--- src/rtl/twcr_pkg.sv ---
// ---------------------------------------------------------------------------
// Textured wall column renderer package
// Shared command codes, face codes and the front-to-back queue entry type.
// ---------------------------------------------------------------------------
`default_nettype none
package twcr_pkg;

    typedef enum logic [1:0] {
        CMD_LOAD    = 2'd0,
        CMD_BEGIN   = 2'd1,
        CMD_ADVANCE = 2'd2,
        CMD_NONE    = 2'd3
    } t_cmd;

    localparam logic [1:0] FACE_NORTH = 2'd0;
    localparam logic [1:0] FACE_SOUTH = 2'd1;
    localparam logic [1:0] FACE_WEST  = 2'd2;
    localparam logic [1:0] FACE_EAST  = 2'd3;

    localparam logic [2:0] REG_WIDTH_NORTH  = 3'd0;
    localparam logic [2:0] REG_HEIGHT_NORTH = 3'd4;

    // Wall tile edge in world units; the offset math relies on a power of two.
    localparam int TILE_SIZE = 64;

    // One classified item handed from the front part to the back part.
    typedef struct packed {
        t_cmd         cmd;
        logic [1:0]   face;
        logic [13:0]  addr;
        logic [31:0]  texel;
        logic [11:0]  column_x;
        logic [5:0]   tex_col;
        logic [6:0]   height;
        logic signed [16:0] top;
        logic signed [16:0] end_row;
        logic [15:0]  line_length;
    } t_item;

endpackage
`default_nettype wire

--- src/rtl/twcr_front.sv ---
// ---------------------------------------------------------------------------
// Front part
// Accepts input beats, picks the face and texel column of begin beats and
// pushes classified items into a two-entry queue.
// ---------------------------------------------------------------------------
`default_nettype none
module twcr_front #(
    parameter int SCREEN_HEIGHT = 1024
) (
    input  wire logic         i_clk,
    input  wire logic         i_rst_n,
    input  wire logic         i_valid,
    output logic              o_stall,
    input  wire logic [1:0]   i_cmd,
    input  wire logic [1:0]   i_face,
    input  wire logic [5:0]   i_tex_row,
    input  wire logic [5:0]   i_tex_col,
    input  wire logic [31:0]  i_texel,
    input  wire logic [11:0]  i_column_x,
    input  wire logic         i_hit_vertical,
    input  wire logic [15:0]  i_ray_angle,
    input  wire logic [31:0]  i_hit_coord,
    input  wire logic signed [15:0] i_wall_top,
    input  wire logic [15:0]  i_line_length,
    input  wire logic [6:0]   i_width [4],
    input  wire logic [6:0]   i_height [4],
    output logic              o_q_valid,
    output twcr_pkg::t_item   o_q_item,
    input  wire logic         i_q_pop
);
    localparam int SPAN = twcr_pkg::TILE_SIZE * 256;
    localparam int SPW  = $clog2(SPAN) > 0 ? $clog2(SPAN) : 1;
    localparam int HALF = SCREEN_HEIGHT / 2;

    twcr_pkg::t_item r_q [2];
    logic [1:0] r_cnt;
    logic       r_rd;
    twcr_pkg::t_item n_item;
    logic [1:0] face;
    logic [6:0] w;
    logic [6:0] h;
    logic [SPW-1:0] f;
    logic [SPW+6:0] prod;
    logic [6:0] c;
    logic push;
    logic pop;

    function automatic logic [6:0] clamp_dim(input logic [6:0] v);
        if (v == 7'd0) return 7'd1;
        if (v > 7'd64) return 7'd64;
        return v;
    endfunction

    assign o_stall = (r_cnt == 2'd2);
    assign push = i_valid && !o_stall;
    assign pop = i_q_pop && (r_cnt != 2'd0);
    assign o_q_valid = (r_cnt != 2'd0);
    assign o_q_item = r_q[r_rd];

    always_comb begin
        if (!i_hit_vertical) begin
            face = (i_ray_angle > 16'd32768) ? twcr_pkg::FACE_NORTH
                                             : twcr_pkg::FACE_SOUTH;
        end else begin
            face = (i_ray_angle > 16'd16384 && i_ray_angle < 16'd49152)
                 ? twcr_pkg::FACE_WEST : twcr_pkg::FACE_EAST;
        end
        w = clamp_dim(i_width[face]);
        h = clamp_dim(i_height[face]);
        f = SPW'(i_hit_coord % SPAN);
        prod = (SPW+7)'(w) * (SPW+7)'(f);
        c = 7'(prod >> SPW);
        if (c > w - 7'd1) c = w - 7'd1;
        if (face == twcr_pkg::FACE_SOUTH || face == twcr_pkg::FACE_WEST) begin
            c = w - 7'd1 - c;
        end
        n_item = '0;
        n_item.cmd = twcr_pkg::t_cmd'(i_cmd);
        n_item.face = (i_cmd == twcr_pkg::CMD_LOAD) ? i_face : face;
        n_item.addr = {i_face, i_tex_row, i_tex_col};
        n_item.texel = i_texel;
        n_item.column_x = i_column_x;
        n_item.tex_col = c[5:0];
        n_item.height = h;
        n_item.top = 17'(i_wall_top);
        n_item.end_row = 17'(HALF) + 17'(i_line_length >> 1);
        n_item.line_length = i_line_length;
    end

    always_ff @(posedge i_clk) begin
        if (!i_rst_n) begin
            r_cnt <= '0;
            r_rd  <= 1'b0;
        end else begin
            r_cnt <= r_cnt + {1'b0, push} - {1'b0, pop};
            if (pop) r_rd <= ~r_rd;
        end
        if (push) r_q[r_rd ^ r_cnt[0]] <= n_item;
    end
endmodule
`default_nettype wire

--- config.mk ---
export PLATFORM = sky130hd
export DESIGN_NAME = twcr_front
export DESIGN_NICKNAME = d
export VERILOG_FILES = /design/src/rtl/twcr_pkg.sv /design/src/rtl/twcr_front.sv
export SDC_FILE = /design/constraint.sdc
export NUM_CORES = 1
export LEC_CHECK = 0
export BUFFER_PORTS_ARGS = -buffer_cell sky130_fd_sc_hd__buf_4
export CAP_MARGIN = 20
export CORE_ASPECT_RATIO = 1.75
export CORE_MARGIN = 4
export CORE_UTILIZATION = 26
export CTS_BUF_LIST = sky130_fd_sc_hd__clkbuf_8
export DETAILED_ROUTE_END_ITERATION = 6
export PLACE_DENSITY_LB_ADDON = 0.15
export SLEW_MARGIN = 5
export SYNTH_ARGS = -nofsm -noshare
export SYNTH_HDL_FRONTEND = slang
export SYNTH_SLANG_ARGS = --single-unit
--- constraint.sdc ---
create_clock -name i_clk -period 13.5 [get_ports i_clk]
set_clock_uncertainty 0.15 [all_clocks]
set_input_delay 1.35 -clock i_clk [delete_from_list [all_inputs] [get_ports i_clk]]
set_output_delay 1.35 -clock i_clk [all_outputs]
set_load 0.05 [all_outputs]
After elaboration in Yosys (flattened, before gate mapping)
Memory sizes are Yosys's and may differ from the RTL's. A register that Yosys moved wholly into a read port is not among the register bits.
Cells that the tools add are included.
Word-level totals
  bits in writable memories: 248
  output and inout port bits: 127
  memories: 1
  memory bits (read-only): 0
  logic and storage cells: 61
  bits in latches: 0
  bits in registers: 3
Memory list
  r_q: depth 2, width 124, rd ports 1, clocked after memory_dff 1, wr ports 1, RTL line twcr_front.sv:35  | twcr_pkg::t_item r_q [2];
Cells by class
  mux-type cells: 30
  bitwise gates (word level): 3
  shifts and indexed selects: 0
  equality and inequality tests: 3
  divide/modulo/power cells: 0
  add/sub/neg operators: 5
  magnitude comparators: 7
  multipliers: 1
  reduce and logical (&&, ||, !) cells: 9
Operator list (count)
  2-to-1 mux 7 bit: 12
  binary-select mux 7 bit (select 2 bit): 2
  multiplier 7 x 14 -> 21 bit: 1
  adder 10 x 15 -> 16 bit, first input constant: 1
  greater-than comparator 16 x 15 -> 1 bit, second input constant: 1
  greater-than comparator 16 bit, second input constant: 1
  less-than comparator 16 bit, second input constant: 1
  greater-than comparator 7 bit, second input constant: 2
  logical NOT 7 bit: 2
  2-to-1 mux 1 bit: 12
  2-to-1 mux 6 bit: 2
  greater-than comparator 7 bit: 1
  subtractor 7 x 1 -> 7 bit, second input constant: 1
  subtractor 6 bit: 1
  == test 2 bit, second input constant: 2
  2-to-1 mux 2 bit: 2
  >= comparator 3 bit, second input constant: 1
  logical AND 1 bit: 3
  NOT 2 -> 3 bit: 1
  adder 2 x 1 -> 2 bit: 1
  == test 2 x 1 -> 1 bit, second input constant: 1
  logical NOT 2 bit: 1
  nonzero test 2 bit: 1
  subtractor 2 x 1 -> 2 bit: 1
  other kinds (4): 4

Logic depth before layout (Yosys ltp)
Gate-level depths: netlist (run 1).
  depth after elaboration: 18
  depth in mapped cells: 46

Worst setup path before layout (run 1)
Ideal clock, no wire load.
  kind: input -> register
  start point: in i_ray_angle[4]
  end point: mem r_q[0][61] in the netlist's numbering (data pin)
  slack: 2.896 ns
  arrival: 10.192 ns
  path buffers: 3
  cell stages on the path: 41
  path through: nor4_4 > nand4_4 > mux2i_1 > and2_1 > clkbuf_1 > nor2b_1 > clkbuf_1 > and2_1 > fa_1 > fa_1 > fa_1 > inv_1 > fa_1 > inv_1 > ha_1 > a21o_1 > a21oi_1 > o21ai_0 > (+5 left out) > ha_1 > nor2b_1 > o21a_1 > o21a_1 > o21a_1 > o21ai_0 > a21o_1 > clkbuf_1 > inv_1 > a21oi_1 > ha_1 > nor2b_1 > o21ai_0 > nor2b_1 > a21oi_1 > o21a_1 > o32a_1 > o221a_1
Between the ends
  longest elaborated chain between the ends: 18
  elaborated cells between the ends (all ways): 28
  classes of those cells: 2 x add/sub; 1 x mul; 5 x order compare; 2 x eq/ne; 14 x mux; 1 x bitwise; 3 x reduce/logical
RTL lines
  start, declared: RTL line twcr_front.sv:21  | input wire logic [15:0] i_ray_angle,
  greater-than comparator 16 x 15 -> 1 bit or less-than comparator 16 bit (tied branches): RTL line twcr_front.sv:65  | face = (i_ray_angle > 16'd16384 && i_ray_angle < 16'd49152)
  logical AND 1 bit: RTL line twcr_front.sv:65
  2-to-1 mux 1 bit: RTL line twcr_front.sv:66  | ? twcr_pkg::FACE_WEST : twcr_pkg::FACE_EAST;
  2-to-1 mux 2 bit (*): RTL line twcr_front.sv:61  | if (!i_hit_vertical) begin
  NOT 2 -> 3 bit (not written as such): RTL line twcr_front.sv:68  | w = clamp_dim(i_width[face]);
  binary-select mux 7 bit (select 2 bit): RTL line twcr_front.sv:68
  2-to-1 mux 7 bit (not written as such) (2 in series): RTL line twcr_front.sv:68
  greater-than comparator 7 bit: RTL line twcr_front.sv:50  | if (v > 7'd64) return 7'd64;
  2-to-1 mux 1 bit (2 in series): RTL line twcr_front.sv:50
  2-to-1 mux 7 bit: RTL line twcr_front.sv:51  | return v;
  2-to-1 mux 7 bit: RTL line twcr_front.sv:50
  multiplier 7 x 14 -> 21 bit or subtractor 7 x 1 -> 7 bit (tied branches): RTL line twcr_front.sv:71, twcr_front.sv:73, twcr_front.sv:75
  greater-than comparator 7 bit: RTL line twcr_front.sv:73  | if (c > w - 7'd1) c = w - 7'd1;
  2-to-1 mux 6 bit: RTL line twcr_front.sv:73
  subtractor 6 bit: RTL line twcr_front.sv:75  | c = w - 7'd1 - c;
  2-to-1 mux 6 bit (*): RTL line twcr_front.sv:74  | if (face == twcr_pkg::FACE_SOUTH || face == twcr_pkg::FACE_WEST) begin
  net c[5]: RTL line twcr_front.sv:44  | logic [6:0] c;
  end, declared: RTL line twcr_front.sv:35
The timed path passes the listed nets; every way through them passes the cells marked *. The select of a mux whose other input is x is not followed.

Final worst setup path (run 1)
  start point: in i_ray_angle[13]
  end point: mem r_q[1][61] in the netlist's numbering (data pin)
The elaborated chain is that of the path after synthesis.

==> results by group, run 1 <==
Run status
  • Status: complete, no violations

Drt
  • Pre-Repair DR Iteration Count: 4
  • Vias per cell: 4.385
  • Per-cell routed wire length: 19.39 µm
  • DRC: 0
  • Post-route ant nets: 0
  • DRT Wirelength: 37.47 mm
  • DRC violation total after the first TritonRoute iteration: 264
  • DR vias: 8,472

Worst setup path
  • Crit Path Max Fanout: 10
  • R2R Setup Slk: 10.94 ns
  • Critical-path top delay cell: nor2b_1
  • Slowest stage delay, CP: 0.81 ns
  • R2R Path Start: r_cnt[0]
  • Reg-to-reg endpoint: r_q[1][104]
  • FF-to-FF path depth: 4
  • CP dominant cell by count: o21a_1
  • Critical path type: primary input to flip-flop
  • Critical path launch point type: primary input
  • CP arrival: 11.82 ns
  • Worst path required time: 13.67 ns
  • Crit. End Element: flip-flop

Clock network
  • CTS Buffer Depth: 3
  • Skew-Pair Late Insertion Delay: 0.57 ns
  • H-tree level count: 1
  • CTS tree: yes
  • Clock Sink Count: 232
  • Clk pin slew, worst setup/hold paths: 0.07 ns
  • Hold Buf Count CTS: 0
  • CTS resizes: 0
  • Clock Tree Root: clkbuf_8
  • Post-CTS Setup Bufs: 0
  • Num CTS Buffers: 31

Hold path
  • Hold Crit Class: flip-flop to flip-flop
  • Hold Path Cell Cnt: 2
  • Hold_sp: r_rd
  • Min-Delay Endpoint: r_rd

GRT
  • Overflow after GRT: 0
  • Pin count of the biggest net entering global routing: 64
  • First-pass GRT wire length: 55.54 mm
  • All-layer global routing usage: 0.1340
  • Initial antenna violation count: 4
  • Vias in the first global route: 9,144

Timing
  • RSZ-0062 raised after global routing: false
  • Worst rel slew slack: 0.3216
  • # setup viols final: 0
  • Period utilisation layout: 0.8635
  • Crit path time final: 11.66 ns
  • Slew @ Worst Pin: 1.016 ns
  • Final worst-path setup slack: 1.843 ns
  • Max Clock Freq: 85.78 MHz
  • Final hold viol count: 0
  • Max-slew violation count: 0
  • Sum Neg Setup Slack: 0 ns

Yosys
  • Yosys cell types: 67
  • Synth Area in Simple Gates: 0.09440
  • Cells after synthesis: 935
  • Register bit total from synthesis: 232
  • Synth Area per Inst: 13.95 µm²
  • Ys Warns: 0
  • Ys flop type: edfxtp_1
  • Post-Syn Nets: 1,247
  • Adder-cell share of the synthesized area: 0.1404
  • EDFF count, synth: 228
  • Largest family of logic cells by synthesized area: adder cells
  • Synthesized area: 13,040 µm²
  • Asr flop ratio synth: 0
  • Post-Synth XOR/XNOR Area: 0.01477
  • Seq/Total Area, Yosys: 0.5311
  • Post-synthesis compound-gate area fraction: 0.04960
  • Mux share of post-synthesis cell area: 0.1288

Finish
  • Nets: 1,560
  • Area delta synth->final: 27.55%
  • Layout cell share with drive strength beyond 1: 0.4020
  • Fin cells: 1,932
  • Final core occ: 0.3355
  • Commonest non-fill, non-tap cell in the layout: buf_4
  • Most frequent cells in the layout: buf_4, edfxtp_1, mux2_2, inv_1, and2_1

Place
  • Pre-CTS setup slack: 1.154 ns
  • IO Port Bufs: 308
  • Dpl cells: 1,874
  • DP Wirelength: 28.97 mm
  • Gp weighted congestion: 0.7514

Floorplanning
  • Chip height: 304.3 µm
  • Total die area: 53,950 µm²
  • I/O pin count: 328
  • Starting Density: 0.2630
  • Row Count: 108
  • Die width: 177.3 µm
  • Core footprint: 49,590 µm²

Power
  • Leakage power: 6.866 nW
  • VDD IR max: 0.1042 mV
  • Pwr Density: 222.0 nW/µm²

Flow run
  • Max-cap viol count: 0
==> logic make-up after synthesis <==
logic type,Yosys count
AOI/OAI and AO/OA,89
xor gates and xnor gates,19
adders and majority gates,111
buffers and inverters,126
DFF,232
muxes,143
other,1
and+or+nand+nor,214
==> report_power, final <==
| part | total, mW | switching, mW | internal, mW | leakage (nW) |
|---|---|---|---|---|
| sequential | 1.14 | 0.0672 | 1.08 | 2.17 |
| clock | 0.470 | 0.256 | 0.214 | 0.309 |
| combinational | 2.08 | 1.37 | 0.710 | 4.39 |
==> worst max path at each step <==
stage	startpoint	end	slack, ns	cells after the start
after floorplan	i_ray_angle[4]	r_q[0][61]	2.90	41
after global routing	i_ray_angle[9]	r_q[0][61]	1.18	40
after global placement	i_ray_angle[14]	r_q[0][61]	1.04	40
final	i_ray_angle[13]	r_q[1][61]	1.84	40
after detailed placement	i_ray_angle[13]	r_q[0][61]	1.15	40
after CTS	i_ray_angle[13]	r_q[1][61]	1.79	40
==> stage by stage <==
step	instance area [µm²]	hold WS, ns	power [mW]
finish	16640	0.4462	3.693
CTS	16630	0.4511	3.770
floorplan	13040	0.3966	2.681
global route	16640	0.4770	3.948
detailed placement	16090	0.4279	3.278
global placement	16080	0.4239	3.263
==> critical path, delay by kind of cell <==
family	cells	cell delay [ns]
AO/OA/AOI/OAI	17	3.80
adder cells (fa/ha/maj)	7	2.97
buffers and inverters	5	0.50
multiplexers	1	0.34
AND/OR/NAND/NOR	10	2.82
==> layout make-up <==
class | count | area (µm²)
multi-input combinational | 577 | 5607
sequential | 232 | 6930
tap | 660 | 825.8
clock buffer | 31 | 426.7
clock inverter | 25 | 107.6
antenna | 1 | 2.502
fill | 4995 | 32960
timing repair buffer | 323 | 2425
inverter | 83 | 311.5
==> registers in the layout, summed over array words and instances, names as in the netlist, named ones only <==
| name | flops |
|---|---|
| r_q | 228 |
| r_cnt | 2 |
| r_rd | 1 |
==> synth_stat cells (2+ instances only) <==
cell / number / area (µm²)
a211o_1: 2 / 17.52
a211oi_1: 2 / 15.01
a21o_1: 11 / 82.58
a21oi_1: 18 / 90.09
a22oi_1: 3 / 22.52
a311oi_1: 2 / 17.52
a31oi_1: 2 / 12.51
a32oi_1: 2 / 17.52
and2_1: 62 / 387.9
and3_1: 14 / 87.58
buf_1: 3 / 11.26
buf_2: 6 / 30.03
buf_4: 11 / 82.58
clkbuf_1: 22 / 82.58
dfxtp_1: 4 / 80.08
edfxtp_1: 228 / 6847
fa_1: 59 / 1181
ha_1: 52 / 650.6
inv_1: 83 / 311.6
mux2_2: 115 / 1295
mux2i_1: 18 / 180.2
mux4_2: 8 / 180.2
nand2_1: 40 / 150.1
nand2b_1: 5 / 31.28
nand3_1: 7 / 35.03
nand4_1: 3 / 18.77
nor2_1: 31 / 116.4
nor2b_1: 29 / 181.4
nor3_1: 8 / 40.04
nor4_4: 3 / 63.81
o21a_1: 9 / 67.56
o21ai_0: 14 / 70.07
o21ai_1: 6 / 30.03
o21ba_2: 2 / 20.02
o22ai_1: 2 / 12.51
or2_2: 2 / 12.51
or3_1: 2 / 12.51
xnor2_1: 13 / 113.9
xor2_1: 4 / 35.03
==> routing by layer <==
metal  routed length, µm  share of wire  global-route usage
met1               13450           0.36              0.1452
met3                2918          0.078             0.03231
met2               20200           0.54              0.2553
met5                  34        0.00091                   0
met4                 875          0.023             0.03709
Power figures use the tool's default switching activity.
==> run 2: changes to the inputs <==
--- a/config.mk
+++ b/config.mk
@@ -9,7 +9,7 @@
 export CAP_MARGIN = 20
 export CORE_ASPECT_RATIO = 1.75
 export CORE_MARGIN = 4
-export CORE_UTILIZATION = 26
+export CORE_UTILIZATION = 50
 export CTS_BUF_LIST = sky130_fd_sc_hd__clkbuf_8
 export DETAILED_ROUTE_END_ITERATION = 6
 export PLACE_DENSITY_LB_ADDON = 0.15
==> run 2 against run 1 <==
  * Global-route usage is 8.7 points higher
  * Core utilization is 29 points higher
  * Largest power group unchanged
  * Combinational power hardly changed
  * Via count is 1.0% higher
  * Clock power is 4% higher
  * Die area is 47% lower
  * Wire length is 13% lower
  * First-iteration DRC count is 25% higher
  * Total power is 0.11% lower
  * Sequential power hardly changed
  * Flip-flop and latch count stayed put
  * Critical path type unchanged
==> results by group, run 2 (synthesis gave the netlist of run 1 again) <==
Run status
  • Status: complete, no violations (unchanged)

Floorplanning
  • Die width: 130.1 µm (was 177.3 µm)
  • I/O pin count: 328 (unchanged)
  • Row Count: 78 (was 108)
  • Chip height: 221.7 µm (was 304.3 µm)
  • Starting Density: 0.5043 (was 0.2630)
  • Core footprint: 25,860 µm² (was 49,590 µm²)
  • Total die area: 28,840 µm² (was 53,950 µm²)

Worst setup path
  • Critical path type: primary input to flip-flop (unchanged)
  • Slowest stage delay, CP: 0.72 ns (was 0.81 ns)
  • Critical-path top delay cell: nor2b_1 (unchanged)
  • Critical path's top delay family: compound AO/OA/AOI/OAI gates (unchanged)
  • Crit. End Element: flip-flop (unchanged)
  • Worst path required time: 13.64 ns (was 13.67 ns)
  • Critical path launch point type: primary input (unchanged)
  • CP arrival: 11.75 ns (was 11.82 ns)
  • CP dominant cell by count: inv_1 (was o21a_1)
  • Crit Path Max Fanout: 10 (unchanged)
  • Critical path buffers and inverters: 7 (was 5)

Drt
  • Vias per cell: 5.389 (was 4.385)
  • Per-cell routed wire length: 20.46 µm (was 19.39 µm)
  • DRC violation total after the first TritonRoute iteration: 329 (was 264)
  • DR vias: 8,558 (was 8,472)
  • DRT Wirelength: 32.49 mm (was 37.47 mm)
  • Pre-Repair DR Iteration Count: 5 (was 4)
  • Post-route ant nets: 0 (unchanged)
  • DRC: 0 (unchanged)

Timing
  • RSZ-0062 raised after global routing: false (unchanged)
  • # setup viols final: 0 (unchanged)
  • Crit path time final: 11.60 ns (was 11.66 ns)
  • Max-slew violation count: 0 (unchanged)
  • Final hold viol count: 0 (unchanged)
  • Period utilisation layout: 0.8595 (was 0.8635)
  • Sum Neg Setup Slack: 0 ns (unchanged)
  • Final worst-path setup slack: 1.897 ns (was 1.843 ns)
  • Max Clock Freq: 86.18 MHz (was 85.78 MHz)
  • Slew @ Worst Pin: 1.093 ns (was 1.016 ns)
  • Worst rel slew slack: 0.2685 (was 0.3216)

Place
  • Gp weighted congestion: 0.8696 (was 0.7514)
  • IO Port Bufs: 308 (unchanged)
  • Pre-CTS setup slack: 1.393 ns (was 1.154 ns)
  • DP Wirelength: 24.62 mm (was 28.97 mm)

Finish
  • Commonest non-fill, non-tap cell in the layout: buf_4 (unchanged)
  • Max reg flops: 228 (unchanged)
  • Nets: 1,557 (was 1,560)
  • Most frequent cells in the layout: buf_4, edfxtp_1, mux2_2, inv_1, and2_1 (unchanged)
  • Layout cell share with drive strength beyond 1: 0.3984 (was 0.4020)
  • Area delta synth->final: 24.44% (was 27.55%)

GRT
  • Initial antenna violation count: 3 (was 4)
  • First-pass GRT wire length: 48.96 mm (was 55.54 mm)
  • Pin count of the biggest net entering global routing: 73 (was 64)
  • Vias in the first global route: 9,060 (was 9,144)
  • All-layer global routing usage: 0.2210 (was 0.1340)
  • Overflow after GRT: 0 (unchanged)

Flow run
  • Max-cap viol count: 0 (unchanged)

Clock network
  • CTS tree: yes (unchanged)
  • Clock Tree Root: clkbuf_8 (unchanged)
  • CTS Buffer Depth: 3 (unchanged)
  • Clock Sink Count: 232 (unchanged)
  • H-tree level count: 1 (unchanged)
  • CTS resizes: 0 (unchanged)
  • Clk pin slew, worst setup/hold paths: 0.07 ns (about the same)
  • Post-CTS Setup Bufs: 0 (unchanged)
  • Num CTS Buffers: 30 (was 31)
  • Hold Buf Count CTS: 0 (unchanged)
  • Skew-Pair Late Insertion Delay: 0.56 ns (was 0.57 ns)

Power
  • Pwr Density: 227.3 nW/µm² (was 222.0 nW/µm²)
  • Tot Pwr: 3.689 mW (was 3.693 mW)
  • VDD IR max: 0.1236 mV (was 0.1042 mV)
  • Leakage power: 6.871 nW (was 6.866 nW)

Hold path
  • Hold Crit Class: flip-flop to flip-flop (unchanged)
run 2: changes by cell type in the layout (fill, tap and decap cells not counted), sizes merged:
cell	delta
diode	+2
bufinv	+2
inv	+2
clkinv	-7
clkinvlp	-1
buf	-2
run 2: path summary, 6_finish.rpt:
check / startpoint / to / slack [ns] / depth (start not counted)
hold reg to reg: r_rd / r_rd / 0.44 / 2
hold / removal: r_rd / r_rd / 0.44 / 2
setup reg to reg: r_rd / r_q[0][111] / 10.64 / 4
setup / recovery: i_ray_angle[4] / r_q[1][61] / 1.90 / 41
run 2: layer usage:
metal | part of all wire | wire [µm] | up-vias | GRT usage
met5 | 0 | 0 | - | 0
met4 | 0.050 | 1620 | 0 | 0.1111
met3 | 0.073 | 2361 | 76 | 0.04050
met2 | 0.55 | 17730 | 302 | 0.4060
met1 | 0.33 | 10770 | 4231 | 0.2348
li1 | - | - | 3949 | -
run 2: where the power goes:
part / internal (mW) / switching (mW)
clock network: 0.249 / 0.238
logic: 0.709 / 1.35
registers: 1.08 / 0.0621
run 2: final cells by class:
cell class	instances	area, µm²
Antenna cell	3	7.507
Clock buffer	31	426.7
Clock inverter	21	133.9
Fill cell	2091	9632
Inverter	83	311.5
Multi-Input combinational cell	577	5607
Sequential cell	232	6930
Tap cell	320	400.4
Timing Repair Buffer	321	2414
run 2: per-stage QoR:
step / hold slack [ns] / area, µm² / util / std cells
after floorplan: 0.3966 / 13040 / - / 935
after global placement: 0.4181 / 15650 / 0.6052 / 1532
after detailed placement: 0.4268 / 15650 / 0.6052 / 1532
after CTS: 0.4468 / 16210 / 0.6269 / 1584
after global routing: 0.4821 / 16230 / 0.6275 / 1587
final: 0.4431 / 16230 / 0.6276 / 1588
run 2: worst register-to-register path, cell delays in order, from the launching register on:
cell and delay (ns):
dfxtp_1 0.33, xnor2_1 0.32, nor2b_4 0.20, buf_4 0.53, buf_4 0.92
==> run 3: changes to the inputs <==
--- a/config.mk
+++ b/config.mk
@@ -5,6 +5,7 @@
 export SDC_FILE = /design/constraint.sdc
 export NUM_CORES = 1
 export LEC_CHECK = 0
+export ABC_AREA = 1
 export BUFFER_PORTS_ARGS = -buffer_cell sky130_fd_sc_hd__buf_4
 export CAP_MARGIN = 20
 export CORE_ASPECT_RATIO = 1.75
@@ -12,6 +13,7 @@
 export CORE_UTILIZATION = 50
 export CTS_BUF_LIST = sky130_fd_sc_hd__clkbuf_8
 export DETAILED_ROUTE_END_ITERATION = 6
+export GPL_ROUTABILITY_DRIVEN = 0
 export PLACE_DENSITY_LB_ADDON = 0.15
 export SLEW_MARGIN = 5
 export SYNTH_ARGS = -nofsm -noshare
==> run 3 against run 2 <==
  * Via count is 6.1% higher
  * Sequential share of layout area hardly changed
  * Register-to-register slack better by 0.67 ns
  * Critical endpoint is now r_q[0][61]
  * Largest cell class unchanged
  * Highest routed layer is now met5
==> results by group, run 3 <==
Run status
  • Status: complete, no violations (unchanged)

Timing
  • Final worst-path setup slack: 2.912 ns (was 1.897 ns)
  • Max-slew violation count: 0 (unchanged)
  • Max Clock Freq: 94.44 MHz (was 86.18 MHz)
  • RSZ-0062 raised after global routing: false (unchanged)
  • # setup viols final: 0 (unchanged)
  • Hold slack: 0.3438 ns (was 0.4431 ns)
  • Crit path time final: 10.59 ns (was 11.60 ns)
  • Worst rel slew slack: 0.4321 (was 0.2685)
  • Slew @ Worst Pin: 0.8519 ns (was 1.093 ns)
  • Final hold viol count: 0 (unchanged)
  • Sum Neg Setup Slack: 0 ns (unchanged)
  • Period utilisation layout: 0.7843 (was 0.8595)

Floorplanning
  • I/O pin count: 328 (unchanged)
  • Starting Density: 0.5056 (was 0.5043)
  • Total die area: 28,910 µm² (was 28,840 µm²)
  • Core footprint: 25,860 µm² (unchanged)
  • Die width: 130.2 µm (was 130.1 µm)
  • Row Count: 78 (unchanged)
  • Chip height: 221.9 µm (was 221.7 µm)

Power
  • Leakage power: 7.234 nW (was 6.871 nW)
  • VDD IR max: 0.1185 mV (was 0.1236 mV)
  • Tot Pwr: 3.481 mW (was 3.689 mW)
  • Pwr Density: 214.3 nW/µm² (was 227.3 nW/µm²)

GRT
  • First-pass GRT wire length: 49.56 mm (was 48.96 mm)
  • Vias in the first global route: 9,576 (was 9,060)
  • Pin count of the biggest net entering global routing: 63 (was 73)
  • Initial antenna violation count: 1 (was 3)
  • All-layer global routing usage: 0.2235 (was 0.2210)
  • Overflow after GRT: 0 (unchanged)

Worst setup path
  • CP dominant cell by count: nand2_1 (was inv_1)
  • Crit. End Element: flip-flop (unchanged)
  • Critical path launch point type: primary input (unchanged)
  • Critical-path top delay cell: fa_1 (was nor2b_1)
  • FF-to-FF path depth: 8 (was 4)
  • R2R Path Start: r_cnt[1] (was r_rd)
  • Critical path type: primary input to flip-flop (unchanged)
  • Reg-to-reg endpoint: r_cnt[1] (was r_q[0][111])
  • Slowest stage delay, CP: 0.54 ns (was 0.72 ns)
  • R2R Setup Slk: 11.31 ns (was 10.64 ns)
  • CP arrival: 10.74 ns (was 11.75 ns)
  • Crit Path Max Fanout: 27 (was 10)
  • Worst path required time: 13.65 ns (was 13.64 ns)

Hold path
  • Hold Crit Class: flip-flop to flip-flop (unchanged)
  • Hold Path Cell Cnt: 1 (was 2)
  • Min-Delay Endpoint: r_rd (unchanged)
  • Hold_sp: r_rd (unchanged)

Place
  • Dpl cells: 1,683 (was 1,532)
  • Pre-CTS setup slack: 2.299 ns (was 1.393 ns)
  • Cell area after placement: 15,610 µm² (was 15,650 µm²)
  • IO Port Bufs: 308 (unchanged)
  • DP Wirelength: 24.89 mm (was 24.62 mm)

Clock network
  • Skew-Pair Late Insertion Delay: 0.55 ns (was 0.56 ns)
  • CTS resizes: 0 (unchanged)
  • H-tree level count: 1 (unchanged)
  • Hold Buf Count CTS: 0 (unchanged)
  • Clock Tree Root: clkbuf_8 (unchanged)
  • CTS Buffer Depth: 3 (unchanged)
  • Post-CTS Setup Bufs: 0 (unchanged)
  • Clk pin slew, worst setup/hold paths: 0.07 ns (about the same)
  • Clock Sink Count: 232 (unchanged)
  • CTS tree: yes (unchanged)
  • Num CTS Buffers: 30 (unchanged)

Yosys
  • Ys flop type: edfxtp_1 (unchanged)
  • Cells after synthesis: 1,087 (was 935)
  • Yosys cell types: 54 (was 67)
  • Ys Warns: 0 (unchanged)
  • Synth Area per Inst: 12.03 µm² (was 13.95 µm²)
  • Post-Syn Nets: 1,399 (was 1,247)
  • Seq/Total Area, Yosys: 0.5297 (was 0.5311)
  • Most common cell in the synthesized netlist: edfxtp_1 (unchanged)
  • Asr flop ratio synth: 0 (unchanged)
  • Synth top area share: 0.5236 (was 0.5249)
  • Area leader, netlist: edfxtp_1 (unchanged)
  • Top cells by count, synth: edfxtp_1, inv_1, nand2_1, mux2_2, nor2_1 (was edfxtp_1, mux2_2, inv_1, and2_1, fa_1)
  • Register bit total from synthesis: 232 (unchanged)
  • EDFF count, synth: 228 (unchanged)
  • Top cells by area, synth: edfxtp_1, mux2_2, fa_1 (unchanged)
  • Synthesized area: 13,080 µm² (was 13,040 µm²)

Finish
  • Nets: 1,707 (was 1,557)
  • Ant. Diodes: 0 (was 3)
  • Commonest non-fill, non-tap cell in the layout: buf_4 (unchanged)
  • Layout cell share with drive strength beyond 1: 0.3693 (was 0.3984)
  • Reg area: 6930 µm² (unchanged)
  • Final Cell Area: 16,240 µm² (was 16,230 µm²)
  • Fin cells: 1,739 (was 1,588)
  • Fill cells: 2,085 (was 2,091)
  • Final core occ: 0.6281 (was 0.6276)
  • Multi-input gate area: 5333 µm² (was 5607 µm²)
  • Max reg flops: 228 (unchanged)
  • Area delta synth->final: 24.23% (was 24.44%)
  • Most frequent cells in the layout: buf_4, edfxtp_1, inv_1, nand2_1, mux2_2 (was buf_4, edfxtp_1, mux2_2, inv_1, and2_1)

Drt
  • Vias per cell: 5.223 (was 5.389)
  • Post-route ant nets: 0 (unchanged)
  • DRT Wirelength: 32.88 mm (was 32.49 mm)
  • Per-cell routed wire length: 18.91 µm (was 20.46 µm)
  • DRC: 0 (unchanged)
  • DR vias: 9,083 (was 8,558)
  • Pre-Repair DR Iteration Count: 4 (was 5)
  • DRC violation total after the first TritonRoute iteration: 415 (was 329)

Flow run
  • Max-cap viol count: 0 (unchanged)
-- run 3: worst max path at each step --
stage	startpoint	endpoint	slack, ns	depth (start not counted)
6_report	i_ray_angle[5]	r_q[0][61]	2.91	51
5_1_grt	i_ray_angle[2]	r_q[0][61]	2.20	50
4_1_cts	i_ray_angle[2]	r_q[1][61]	2.91	51
3_5_place_dp	i_ray_angle[2]	r_q[1][61]	2.30	51
3_3_place_gp	i_ray_angle[2]	r_q[0][61]	2.44	51
2_1_floorplan	i_ray_angle[5]	r_q[0][61]	4.31	53
-- run 3: area by class of cell --
type,count,area share
Inverter,155,0.03597
Clock inverter,21,0.009243
Multi-Input combinational cell,661,0.3283
Clock buffer,35,0.02965
Tap cell,320,0.02465
Timing Repair Buffer,315,0.1456
Sequential cell,232,0.4266
-- run 3: kinds of logic (layout without fill, tap and decap cells) --
| logic type | count (synthesis) | after routing | synth area share |
|---|---|---|---|
| simple gates | 330 | 330 | 0.1131 |
| flops | 232 | 232 | 0.5297 |
| buf+inv | 194 | 526 | 0.06363 |
| mux | 115 | 115 | 0.09894 |
| fa+ha+maj | 111 | 111 | 0.1401 |
| compound gates | 86 | 86 | 0.03990 |
| xor+xnor | 18 | 18 | 0.01435 |
| other cells | 1 | 1 | 0.0002868 |
-- run 3: power by group --
group / leakage (nW) / internal (mW) / switching, mW
clock network: 0.341 / 0.277 / 0.248
logic: 4.73 / 0.597 / 1.24
registers: 2.17 / 1.06 / 0.0604
-- run 3: metal layers --
layer	wire length, µm	track usage
met1	10540	0.2279
met2	18160	0.4244
met3	2529	0.03930
met4	1628	0.1064
met5	14	0
-- run 3: critical path: cells and delay by family --
| family | cells | cell delay, ns |
|---|---|---|
| AOI/OAI and AO/OA | 10 | 1.78 |
| and+or+nand+nor | 25 | 3.16 |
| adders and majority gates | 7 | 3.10 |
| xor gates and xnor gates | 1 | 0.15 |
| buffers and inverters | 8 | 1.16 |
